--- src/rtl/binomial_probability_defines.svh ---
// Assertion macros for the binomial probability block.
`ifndef BINOMIAL_PROBABILITY_DEFINES_SVH
`define BINOMIAL_PROBABILITY_DEFINES_SVH

`ifndef ASSERT_OFF
`define BP_ASSERT_IMP(label, clk, rst_n, ante, cons) \
    label: assert property (@(posedge clk) disable iff (!rst_n) (ante) |-> (cons)) \
        else $error("binomial_probability: check failed");
`define BP_ASSERT_NEXT(label, clk, rst_n, ante, cons) \
    label: assert property (@(posedge clk) disable iff (!rst_n) (ante) |=> (cons)) \
        else $error("binomial_probability: check failed");
`else
`define BP_ASSERT_IMP(label, clk, rst_n, ante, cons)
`define BP_ASSERT_NEXT(label, clk, rst_n, ante, cons)
`endif

`endif

--- src/rtl/bp_pkg.sv ---
`timescale 1ns / 1ps

package bp_pkg;

    typedef logic [32:0] q32_t;

    typedef struct packed {
        logic [2:0]  shift;
        logic [31:0] inv;
    } div_entry_t;

    localparam q32_t ONE_Q32 = 33'h1_0000_0000;

    localparam logic [1:0] ST_OK    = 2'd0;
    localparam logic [1:0] ST_RANGE = 2'd1;
    localparam logic [1:0] ST_SAT   = 2'd2;

    // exact division by d = 2^shift * m: shift out, then multiply by m^-1 mod 2^32
    function automatic div_entry_t div_entry(input logic [4:0] d);
        div_entry_t e;
        unique case (d)
            5'd1:    e = '{shift: 3'd0, inv: 32'h0000_0001};
            5'd2:    e = '{shift: 3'd1, inv: 32'h0000_0001};
            5'd3:    e = '{shift: 3'd0, inv: 32'hAAAA_AAAB};
            5'd4:    e = '{shift: 3'd2, inv: 32'h0000_0001};
            5'd5:    e = '{shift: 3'd0, inv: 32'hCCCC_CCCD};
            5'd6:    e = '{shift: 3'd1, inv: 32'hAAAA_AAAB};
            5'd7:    e = '{shift: 3'd0, inv: 32'hB6DB_6DB7};
            5'd8:    e = '{shift: 3'd3, inv: 32'h0000_0001};
            5'd9:    e = '{shift: 3'd0, inv: 32'h38E3_8E39};
            5'd10:   e = '{shift: 3'd1, inv: 32'hCCCC_CCCD};
            5'd11:   e = '{shift: 3'd0, inv: 32'hBA2E_8BA3};
            5'd12:   e = '{shift: 3'd2, inv: 32'hAAAA_AAAB};
            5'd13:   e = '{shift: 3'd0, inv: 32'hC4EC_4EC5};
            5'd14:   e = '{shift: 3'd1, inv: 32'hB6DB_6DB7};
            5'd15:   e = '{shift: 3'd0, inv: 32'hEEEE_EEEF};
            5'd16:   e = '{shift: 3'd4, inv: 32'h0000_0001};
            default: e = '{shift: 3'd0, inv: 32'h0000_0001};
        endcase
        return e;
    endfunction

endpackage

--- src/rtl/binomial_probability.sv ---
// Binomial probability: C(n,k) * p^k * (1-p)^(n-k) on one shared 32x32 multiplier.
// With the coefficient override the C(n,k) loop is skipped; when k > n no product is
// formed and the result is zero with range status.
// One request at a time; in_stall stays high until the result is loaded into the output registers.
// Reset (rst_n low, asynchronous) clears the sequencer, the output valid and both registers.
`timescale 1ns / 1ps
`include "binomial_probability_defines.svh"

module binomial_probability
    import bp_pkg::*;
#(
    parameter int MAX_TRIALS     = 32,
    parameter int PROB_FRAC_BITS = 16
)(
    input  logic        clk,
    input  logic        rst_n,
    input  logic        in_valid,
    output logic        in_stall,
    input  logic [5:0]  trials,
    input  logic [5:0]  successes,
    input  logic [16:0] success_prob,
    output logic        out_valid,
    input  logic        out_stall,
    output logic [32:0] probability,
    output logic [31:0] coefficient,
    output logic [1:0]  status,
    input  logic        cfg_write,
    input  logic [0:0]  cfg_index,
    input  logic [31:0] cfg_data
);

    localparam logic [0:0] REG_OVR_EN  = 1'd0;
    localparam logic [0:0] REG_OVR_VAL = 1'd1;

    localparam logic [3:0] S_IDLE   = 4'd0;
    localparam logic [3:0] S_CF_CHK = 4'd1;
    localparam logic [3:0] S_CF_DIV = 4'd2;
    localparam logic [3:0] S_CF_WB  = 4'd3;
    localparam logic [3:0] S_PK_CHK = 4'd4;
    localparam logic [3:0] S_PK_WB  = 4'd5;
    localparam logic [3:0] S_QK_CHK = 4'd6;
    localparam logic [3:0] S_QK_WB  = 4'd7;
    localparam logic [3:0] S_T_WB   = 4'd8;
    localparam logic [3:0] S_FIN    = 4'd9;
    localparam logic [3:0] S_DONE   = 4'd10;

    localparam logic [5:0] N_MAX = 6'(MAX_TRIALS);
    localparam q32_t       ONE_P = ONE_Q32 >> (32 - PROB_FRAC_BITS);

    logic [3:0]  state_reg, state_next;
    logic        out_valid_reg, out_valid_next;
    logic        ovr_en_reg;
    logic [31:0] ovr_val_reg;

    logic [5:0]  n_reg, n_next;
    logic [5:0]  k_reg, k_next;
    logic [5:0]  km_reg, km_next;
    logic [5:0]  i_reg, i_next;
    logic [31:0] c_reg, c_next;
    logic [31:0] coeff_reg, coeff_next;
    q32_t        p32_reg, p32_next;
    q32_t        acc_reg, acc_next;
    q32_t        pk_reg, pk_next;
    logic [32:0] res_prob_reg, res_prob_next;
    logic [1:0]  res_status_reg, res_status_next;

    logic [32:0] probability_reg;
    logic [31:0] coefficient_reg;
    logic [1:0]  status_reg;
    logic        out_load;

    logic        mul_en;
    q32_t        mul_a;
    q32_t        mul_b;
    logic [63:0] mul_prod;
    q32_t        mul_q32;

    logic [5:0]  n_sat;
    logic [5:0]  k_sat;
    logic [5:0]  nk_sat;
    q32_t        p_ext;
    q32_t        p_sat;
    q32_t        q32_val;
    div_entry_t  div_e;
    logic [35:0] cf_x;
    logic [31:0] cf_y;

    bp_mul u_mul (
        .clk  (clk),
        .en   (mul_en),
        .a    (mul_a),
        .b    (mul_b),
        .prod (mul_prod),
        .q32  (mul_q32)
    );

    assign n_sat   = (trials > N_MAX) ? N_MAX : trials;
    assign k_sat   = (successes > N_MAX) ? N_MAX : successes;
    assign nk_sat  = n_sat - k_sat;
    assign p_ext   = 33'(success_prob);
    assign p_sat   = (p_ext > ONE_P) ? ONE_P : p_ext;
    assign q32_val = ONE_Q32 - p32_reg;
    assign div_e   = div_entry(5'(i_reg + 6'd1));
    assign cf_x    = mul_prod[35:0];
    assign cf_y    = 32'(cf_x >> div_e.shift);

    always_comb
    begin
        state_next      = state_reg;
        n_next          = n_reg;
        k_next          = k_reg;
        km_next         = km_reg;
        i_next          = i_reg;
        c_next          = c_reg;
        coeff_next      = coeff_reg;
        p32_next        = p32_reg;
        acc_next        = acc_reg;
        pk_next         = pk_reg;
        res_prob_next   = res_prob_reg;
        res_status_next = res_status_reg;
        out_load        = 1'b0;
        mul_en          = 1'b0;
        mul_a           = '0;
        mul_b           = '0;

        unique case (state_reg)
            S_IDLE:
            begin
                if (in_valid)
                begin
                    n_next   = n_sat;
                    k_next   = k_sat;
                    km_next  = (k_sat > nk_sat) ? nk_sat : k_sat;
                    p32_next = 33'(p_sat << (32 - PROB_FRAC_BITS));
                    i_next   = '0;
                    c_next   = 32'd1;
                    acc_next = ONE_Q32;
                    if (k_sat > n_sat)
                    begin
                        res_prob_next   = '0;
                        coeff_next      = ovr_en_reg ? ovr_val_reg : '0;
                        res_status_next = ST_RANGE;
                        state_next      = S_DONE;
                    end
                    else if (ovr_en_reg)
                    begin
                        coeff_next = ovr_val_reg;
                        state_next = S_PK_CHK;
                    end
                    else
                    begin
                        state_next = S_CF_CHK;
                    end
                end
            end
            S_CF_CHK:
            begin
                if (i_reg == km_reg)
                begin
                    coeff_next = c_reg;
                    i_next     = '0;
                    state_next = S_PK_CHK;
                end
                else
                begin
                    mul_en     = 1'b1;
                    mul_a      = {1'b0, c_reg};
                    mul_b      = 33'(n_reg - i_reg);
                    state_next = S_CF_DIV;
                end
            end
            S_CF_DIV:
            begin
                mul_en     = 1'b1;
                mul_a      = {1'b0, cf_y};
                mul_b      = {1'b0, div_e.inv};
                state_next = S_CF_WB;
            end
            S_CF_WB:
            begin
                c_next     = mul_prod[31:0];
                i_next     = i_reg + 6'd1;
                state_next = S_CF_CHK;
            end
            S_PK_CHK:
            begin
                if (i_reg == k_reg)
                begin
                    pk_next    = acc_reg;
                    acc_next   = ONE_Q32;
                    i_next     = '0;
                    state_next = S_QK_CHK;
                end
                else
                begin
                    mul_en     = 1'b1;
                    mul_a      = acc_reg;
                    mul_b      = p32_reg;
                    state_next = S_PK_WB;
                end
            end
            S_PK_WB:
            begin
                acc_next   = mul_q32;
                i_next     = i_reg + 6'd1;
                state_next = S_PK_CHK;
            end
            S_QK_CHK:
            begin
                mul_en = 1'b1;
                if (i_reg == (n_reg - k_reg))
                begin
                    mul_a      = pk_reg;
                    mul_b      = acc_reg;
                    state_next = S_T_WB;
                end
                else
                begin
                    mul_a      = acc_reg;
                    mul_b      = q32_val;
                    state_next = S_QK_WB;
                end
            end
            S_QK_WB:
            begin
                acc_next   = mul_q32;
                i_next     = i_reg + 6'd1;
                state_next = S_QK_CHK;
            end
            S_T_WB:
            begin
                acc_next   = mul_q32;
                mul_en     = 1'b1;
                mul_a      = {1'b0, coeff_reg};
                mul_b      = {1'b0, mul_q32[31:0]};
                state_next = S_FIN;
            end
            S_FIN:
            begin
                if (acc_reg[32])
                begin
                    res_prob_next   = (coeff_reg == '0) ? '0 : ONE_Q32;
                    res_status_next = (coeff_reg > 32'd1) ? ST_SAT : ST_OK;
                end
                else if (mul_prod > 64'(ONE_Q32))
                begin
                    res_prob_next   = ONE_Q32;
                    res_status_next = ST_SAT;
                end
                else
                begin
                    res_prob_next   = mul_prod[32:0];
                    res_status_next = ST_OK;
                end
                state_next = S_DONE;
            end
            S_DONE:
            begin
                if (!out_valid_reg || !out_stall)
                begin
                    out_load   = 1'b1;
                    state_next = S_IDLE;
                end
            end
            default:
            begin
                state_next = S_IDLE;
            end
        endcase
    end

    always_comb
    begin
        out_valid_next = out_valid_reg;
        if (out_valid_reg && !out_stall)
        begin
            out_valid_next = 1'b0;
        end
        if (out_load)
        begin
            out_valid_next = 1'b1;
        end
    end

    always_ff @(posedge clk or negedge rst_n)
    begin
        if (!rst_n)
        begin
            state_reg     <= S_IDLE;
            out_valid_reg <= 1'b0;
            ovr_en_reg    <= 1'b0;
            ovr_val_reg   <= '0;
        end
        else
        begin
            state_reg     <= state_next;
            out_valid_reg <= out_valid_next;
            if (cfg_write && (cfg_index == REG_OVR_EN))
            begin
                ovr_en_reg <= cfg_data[0];
            end
            if (cfg_write && (cfg_index == REG_OVR_VAL))
            begin
                ovr_val_reg <= cfg_data;
            end
        end
    end

    always_ff @(posedge clk)
    begin
        n_reg          <= n_next;
        k_reg          <= k_next;
        km_reg         <= km_next;
        i_reg          <= i_next;
        c_reg          <= c_next;
        coeff_reg      <= coeff_next;
        p32_reg        <= p32_next;
        acc_reg        <= acc_next;
        pk_reg         <= pk_next;
        res_prob_reg   <= res_prob_next;
        res_status_reg <= res_status_next;
        if (out_load)
        begin
            probability_reg <= res_prob_reg;
            coefficient_reg <= coeff_reg;
            status_reg      <= res_status_reg;
        end
    end

    assign in_stall    = (state_reg != S_IDLE);
    assign out_valid   = out_valid_reg;
    assign probability = probability_reg;
    assign coefficient = coefficient_reg;
    assign status      = status_reg;

    `BP_ASSERT_NEXT(a_busy_after_req, clk, rst_n, in_valid && !in_stall, in_stall)
    `BP_ASSERT_IMP(a_range_zero, clk, rst_n, out_valid_reg && (status_reg == ST_RANGE), probability_reg == '0)
    `BP_ASSERT_IMP(a_sat_one, clk, rst_n, out_valid_reg && (status_reg == ST_SAT), probability_reg == ONE_Q32)
    `BP_ASSERT_IMP(a_prob_bound, clk, rst_n, out_valid_reg, probability_reg <= ONE_Q32)
    `BP_ASSERT_IMP(a_pow_count, clk, rst_n, state_reg == S_PK_WB, i_reg < k_reg)

endmodule

--- src/rtl/bp_mul.sv ---
`timescale 1ns / 1ps

module bp_mul
    import bp_pkg::*;
(
    input  logic        clk,
    input  logic        en,
    input  q32_t        a,
    input  q32_t        b,
    output logic [63:0] prod,
    output q32_t        q32
);

    q32_t        a_reg;
    q32_t        b_reg;
    logic [63:0] prod_reg;

    always_ff @(posedge clk)
    begin
        if (en)
        begin
            a_reg    <= a;
            b_reg    <= b;
            prod_reg <= 64'(a[31:0]) * 64'(b[31:0]);
        end
    end

    assign prod = prod_reg;

    // a factor with bit 32 set (1.0) passes the other one through; a is checked first
    always_comb
    begin
        priority if (a_reg[32])
        begin
            q32 = b_reg;
        end
        else if (b_reg[32])
        begin
            q32 = a_reg;
        end
        else
        begin
            q32 = {1'b0, prod_reg[63:32]};
        end
    end

endmodule
--- config.mk ---
export PLATFORM = sky130hd
export DESIGN_NAME = binomial_probability
export DESIGN_NICKNAME = d
export VERILOG_FILES = /design/src/rtl/bp_pkg.sv /design/src/rtl/binomial_probability.sv /design/src/rtl/bp_mul.sv
export VERILOG_INCLUDE_DIRS = /design/src /design/src/rtl
export SDC_FILE = /design/constraint.sdc
export NUM_CORES = 2
export LEC_CHECK = 0
export BUFFER_PORTS_ARGS = -buffer_cell sky130_fd_sc_hd__buf_2
export CAP_MARGIN = 10
export CORE_MARGIN = 2
export CORE_UTILIZATION = 38
export CTS_CLUSTER_DIAMETER = 150
export DETAILED_ROUTE_END_ITERATION = 7
export PLACE_DENSITY = 0.59
export SYNTH_ARGS = -nofsm -noshare
export SYNTH_HDL_FRONTEND = slang
export SYNTH_HIERARCHICAL = 1
export SYNTH_SLANG_ARGS = --single-unit
--- constraint.sdc ---
create_clock -name clk -period 21.2 [get_ports clk]
set_input_delay 1.06 -clock clk [delete_from_list [all_inputs] [get_ports clk]]
set_output_delay 1.06 -clock clk [all_outputs]
set_load 0.05 [all_outputs]
# Yosys cells after proc, flatten, opt, wreduce, memory -nomap -nowiden
# Memory sizes are Yosys's and may differ from the RTL's.
# Index checks and enable logic that the tools add are counted.
[word_totals]
register_bits = 441
latchBits = 0
mem_bits_rw = 0
mem_bits_ro = 1024
inputBits = 67
wordCells = 137
mem_count = 1
[op_classes]
n_addsub = 5
mul = 1
div = 0
magnitude_cmp = 7
eq_ne = 19
shift = 1
muxes = 55
bitwise_logic = 1
n_reduce_logical = 26
[memory_table]
columns = ["name", "depth", "word_bits", "read_ports", "rd_clocked_by_memory_dff", "wr", "line_no", "rtl"]
rows = [
  ["(name not given)", 32, 32, 1, 0, 0, "bp_pkg.sv:21", "unique case (d)"],
]
[op_table]
columns = ["op", "n"]
rows = [
  ["$mux 33", 13],
  ["$pmux 33 s5", 2],
  ["$mux 32", 8],
  ["$pmux 32 s2", 2],
  ["$pmux 33 s3", 1],
  ["$pmux 33 s2", 1],
  ["$gt 64x33->1 const B", 1],
  ["$mul 32x32->64", 1],
  ["$pmux 4 s11", 1],
  ["$mux 6", 6],
  ["$shr 36x3->32", 1],
  ["$sub 33x33->33 const A", 1],
  ["$gt 32x1->1 const B", 1],
  ["$logic_not 32->1", 1],
  ["$pmux 6 s4", 1],
  ["$eq 6x6->1", 3],
  ["$gt 17x17->1 const B", 1],
  ["$eq 4x3->1 const B", 4],
  ["$mux 4", 4],
  ["$eq 4x4->1 const B", 3],
  ["$gt 6x6->1", 2],
  ["$gt 6x6->1 const B", 2],
  ["$mux 2", 6],
  ["$sub 6x6->6", 2],
  ["22 further kinds", 47],
]

# Logic depth before layout (Yosys ltp)
[depth]
ltp_word = 6
depth_mapped = 40
ltp_nobuf = 37

# Cells and area by module
# Netlist, hierarchy kept.
[by_module_without_submodules]
columns = ["module", "n_inst", "cells_per_inst", "area_each_um2", "seq_area_each_um2"]
rows = [
  ["bp_mul", 1, 3939, 37966.4, 3903.7],
  ["binomial_probability", 1, 1377, 16600.9, 9148.8],
]

# Least setup slack after synthesis
# No wires, ideal clock.
[synth_timing]
path_type = "register to register"
start = "register state_reg[3]"
end = "register u_mul.a_reg[0], enable pin"
setup_ns = 0.799
t_arrival_ns = 9.925
t_required_ns = 20.401
slack_ns = 10.477
path_stages_with_launch = 4
n_path_buf = 1
cell_sequence = "dfrtp_1 > clkbuf_1 > mux2i_1 > o21ai_0"
[synth_between]
elab_chain_len = 3
elab_cells_between_ends = 7
cone_classes = "5 x eq/ne; 1 x mux; 1 x reduce/logical"
[synth_rtl]
columns = ["element", "line_no", "rtl"]
rows = [
  ["start, declared", "binomial_probability.sv:50", "logic [3:0] state_reg, state_next;"],
  ["start signal, assigned", "binomial_probability.sv:296", "state_reg <= state_next;"],
  ["$eq 4x3->1 (tied with other cells)", "binomial_probability.sv:126", "unique case (state_reg)"],
  ["$reduce_or 3->1 (no source line)", "n/a", ""],
  ["$pmux 1 s3 *", "binomial_probability.sv:126", ""],
  ["via mul_en", "binomial_probability.sv:72", "logic mul_en;"],
  ["end signal, assigned", "bp_mul.sv:22", "a_reg <= a;"],
  ["end, declared", "bp_mul.sv:14", "q32_t a_reg;"],
]
# Mark *: on every way through the listed nets, which the timed path passes. The rest lies on a longest branch.
# A chain may end at the register's enable or synchronous reset.

# Worst setup path after layout
[layout_timing]
start = "register i_reg[0]"
end = "register u_mul.prod_reg[59] (netlist: u_mul/prod[59]) (data pin)"
[layout_between]
elab_chain_len = 5
elab_cells_between_ends = 16
cone_classes = "2 x add/sub; 1 x mul; 3 x eq/ne; 1 x shift; 8 x mux; 1 x memory"
[layout_rtl]
columns = ["element", "line_no", "rtl"]
rows = [
  ["start, declared", "binomial_probability.sv:58", "logic [5:0] i_reg, i_next;"],
  ["start signal, assigned", "binomial_probability.sv:314", "i_reg <= i_next;"],
  ["$add 6x1->6", "n/a", ""],
  ["$mem_v2 32x32", "n/a", ""],
  ["$shr 36x3->32", "binomial_probability.sv:105", "assign cf_y = 32'(cf_x >> div_e.shift);"],
  ["$pmux 33 s5 *", "binomial_probability.sv:126", ""],
  ["via mul_a[10]", "binomial_probability.sv:73", "q32_t mul_a;"],
  ["$mul 32x32->64 *", "bp_mul.sv:24", "prod_reg <= 64'(a[31:0]) * 64'(b[31:0]);"],
  ["end signal, assigned", "bp_mul.sv:24", ""],
  ["end, declared", "bp_mul.sv:16", "logic [63:0] prod_reg;"],
]
# Marks and branches as above.

==> flow_summary.yaml <==
run_status:
  status: "finished, final reports clean"
synthesis:
  ys_ff_latch: 441
  post-synth-top-area-cell: "fa_1"
  yosys_warnings: 6
  synth_fp_nets: 6577
  synth-async-reset-ratio_pct: 8.62
  synthAdderAreaFrac_pct: 39.7
  yosys.area_share.simple_pct: 15.7
  synth_cells: 5316
  synth_top_family_by_area: "adder cells"
  synth_xor_area_share_pct: 1.76
  synth_top_area_share_pct: 33.0
  synth-edff-count: 403
  syn-mean-instance-area_sq_um: 10.3
  synth_compound_area_share_pct: 7.85
  synth_area_sq_mm: 0.0546
  synthTopCellsByArea: "fa_1, edfxtp_1, and2_1, ha_1, inv_1"
  muxShareOfSynthArea_pct: 2.24
  synth-seq-area-share_pct: 23.9
  ys.flop_type: "edfxtp_1"
  synth_cell_types: 98
sta:
  setup_violations: 0
  period_minus_slack_ps: 12310
  hold_viol: 0
  fin_tns_setup_ps: 0
  finalCritPeriodShare_pct: 58.1
  fmax_ghz: 0.0812
  rsz0062_at_grt: "false"
  tightest_slew_ps: 1300
  fin_worst_skew_ps: 19.9
  maxSlewViolCount: 0
  max_slew_margin_pct: 12.9
critical_path:
  slowest_delay_ps: 970
  worst_path_most_repeated_cell: "fa_1"
  cp_slowest_cell: "ha_1"
  crit_family: "adder cells"
  crit_path_max_fanout: 33
  start_kind: "register"
  end_kind: "register"
  cp_data_arrival_time_ps: 12640
  path_buf_inv: 5
  worst_ep_required_time_ps: 21530
  crit_type: "register to register"
global_routing:
  antenna_found_initial: 19
  grt_pass1_wl_um: 251000
  first_global_vias: 40700
  grt_start_max_net_pins: 68
  overflow: 0
  track_usage_pct: 22.3
routing:
  avgViaCountPerCell: 5.38
  routedWlPerCell_um: 22.4
  drtIter0Drc: 3645
  detail-route-antenna-nets: 0
  post-route-drc-count: 0
  drt_pass1_iterations: 6
  vias: 38800
  wirelength_um: 161000
clock_tree:
  cts_htree_levels: 2
  clk_pin_slew_ps: 60
  post_cts_resized: 0
  cts_buffers: 45
  cts_tree: "built"
  clk_latency_ps: 590
  postCtsSetupRepairBufs: 0
  ctsHoldBuffers: 0
  clock-sinks: 441
  cts-root-buf: "clkbuf_16"
  cts_buffer_depth: 3
layout:
  layout-drive-gt1-share_pct: 8.47
  nets: 6535
  area_delta_synth_final_pct: 7.95
  final_cells: 7215
  largest_register_ffs: 64
placed_design:
  place_hpwl_um: 119000
  numPortBuffers: 135
  dp.cells: 7130
  gp_congestion: 0.928
die:
  row_count: 139
  die-area_sq_mm: 0.147
  start_util_pct: 38.1
  num_io_pins: 136
  core_sq_mm: 0.143
  die_w_um: 383
  die_y_um: 383
flow_run:
  drv_cap: 0
hold_path:
  min_path_type: "register to register"
==> cell usage in the layout, fill, tap and decap left out, types with 25 or more instances in the layout <==
cell type,count
nor3_1,36
nor2_1,83
and2_1,705
a22o_1,33
a21o_1,46
ha_1,295
xor2_1,26
nor2b_1,32
nand3_1,35
dfrtp_1,38
a21oi_1,125
mux2i_1,58
edfxtp_1,403
xnor2_1,74
buf_4,89
o211ai_1,31
nor4_1,35
mux2_2,56
nand4_1,60
a32o_1,25
clkbuf_16,47
fa_1,899
nand2_1,564
inv_1,936
o21ai_0,88
buf_2,135
==> synth_stat cells, types with 37 or more instances <==
master    instances
clkbuf_1        262
nand2_1         564
ha_1            295
inv_1           936
fa_1            899
mux2_2           56
nor3_1           37
o21ai_0          96
nor2_1           85
dfrtp_1          38
mux2i_1          58
a21oi_1         127
edfxtp_1        403
xnor2_1          74
a21o_1           46
and2_1          706
nand4_1          60
==> stage by stage <==
step                      utilization, %  worst slack (ps)  hold WS (ps)  area, sq um
after floorplan                        -             10480           400        54600
after global placement              40.1              9410           405        57400
after detailed placement            40.1              9190           405        57400
after CTS                           41.2              9140           419        58900
after global routing                41.2              8260           426        58900
final                               41.2              8890           417        58900
==> final timing paths <==
| kind | startpoint | depth (start not counted) | slack, ps | to |
|---|---|---|---|---|
| max | i_reg[0]$_SDFFCE_PN0P_ | 31 | 8890 | u_mul/prod[59]$_DFFE_PP_ |
| min reg2reg | res_prob_reg[13]$_SDFFCE_PP0P_ | 0 | 420 | probability[13]$_DFFE_PP_ |
| max reg2reg | i_reg[0]$_SDFFCE_PN0P_ | 31 | 8890 | u_mul/prod[59]$_DFFE_PP_ |
| max in group asynchronous | rst_n | 1 | 19990 | ovr_val_reg[10]$_DFFE_PN0P_ |
| min | res_prob_reg[13]$_SDFFCE_PP0P_ | 0 | 420 | probability[13]$_DFFE_PP_ |
| min in group asynchronous | rst_n | 1 | 600 | state_reg[3]$_DFFE_PN0P_ |
==> area by class of cell <==
type                            instances  area [sq um]
Inverter                              937          3520
Sequential cell                       441         13100
Clock buffer                           61          1290
Tap cell                             1903          2380
Antenna cell                            2          5.00
Timing Repair Buffer                  224          1340
Multi-Input combinational cell       3625         37100
Fill cell                           13800         84200
Clock inverter                         22           184
==> kinds of logic (layout without fill, tap and decap cells) <==
family                   count (synthesis)  count (layout)
flip-flops                             441             441
AO/OA/AOI/OAI                          588             588
XOR/XNOR                               104             104
buffers and inverters                 1250            1244
other                                    0               2
AND/OR/NAND/NOR                       1624            1624
adder cells (fa/ha/maj)               1194            1194
multiplexers                           115             115
==> routing by layer <==
| metal | vias up | routed length [um] | track usage, % |
|---|---|---|---|
| met1 | 20200 | 69300 | 31.4 |
| met5 | - | 0 | 0 |
| li1 | 16900 | - | - |
| met3 | 284 | 11500 | 2.51 |
| met4 | 0 | 4760 | 5.80 |
| met2 | 1457 | 75900 | 36.5 |
Power is not shown: default switching activity piles up to over one toggle a cycle in this logic, so the estimate is an artifact.
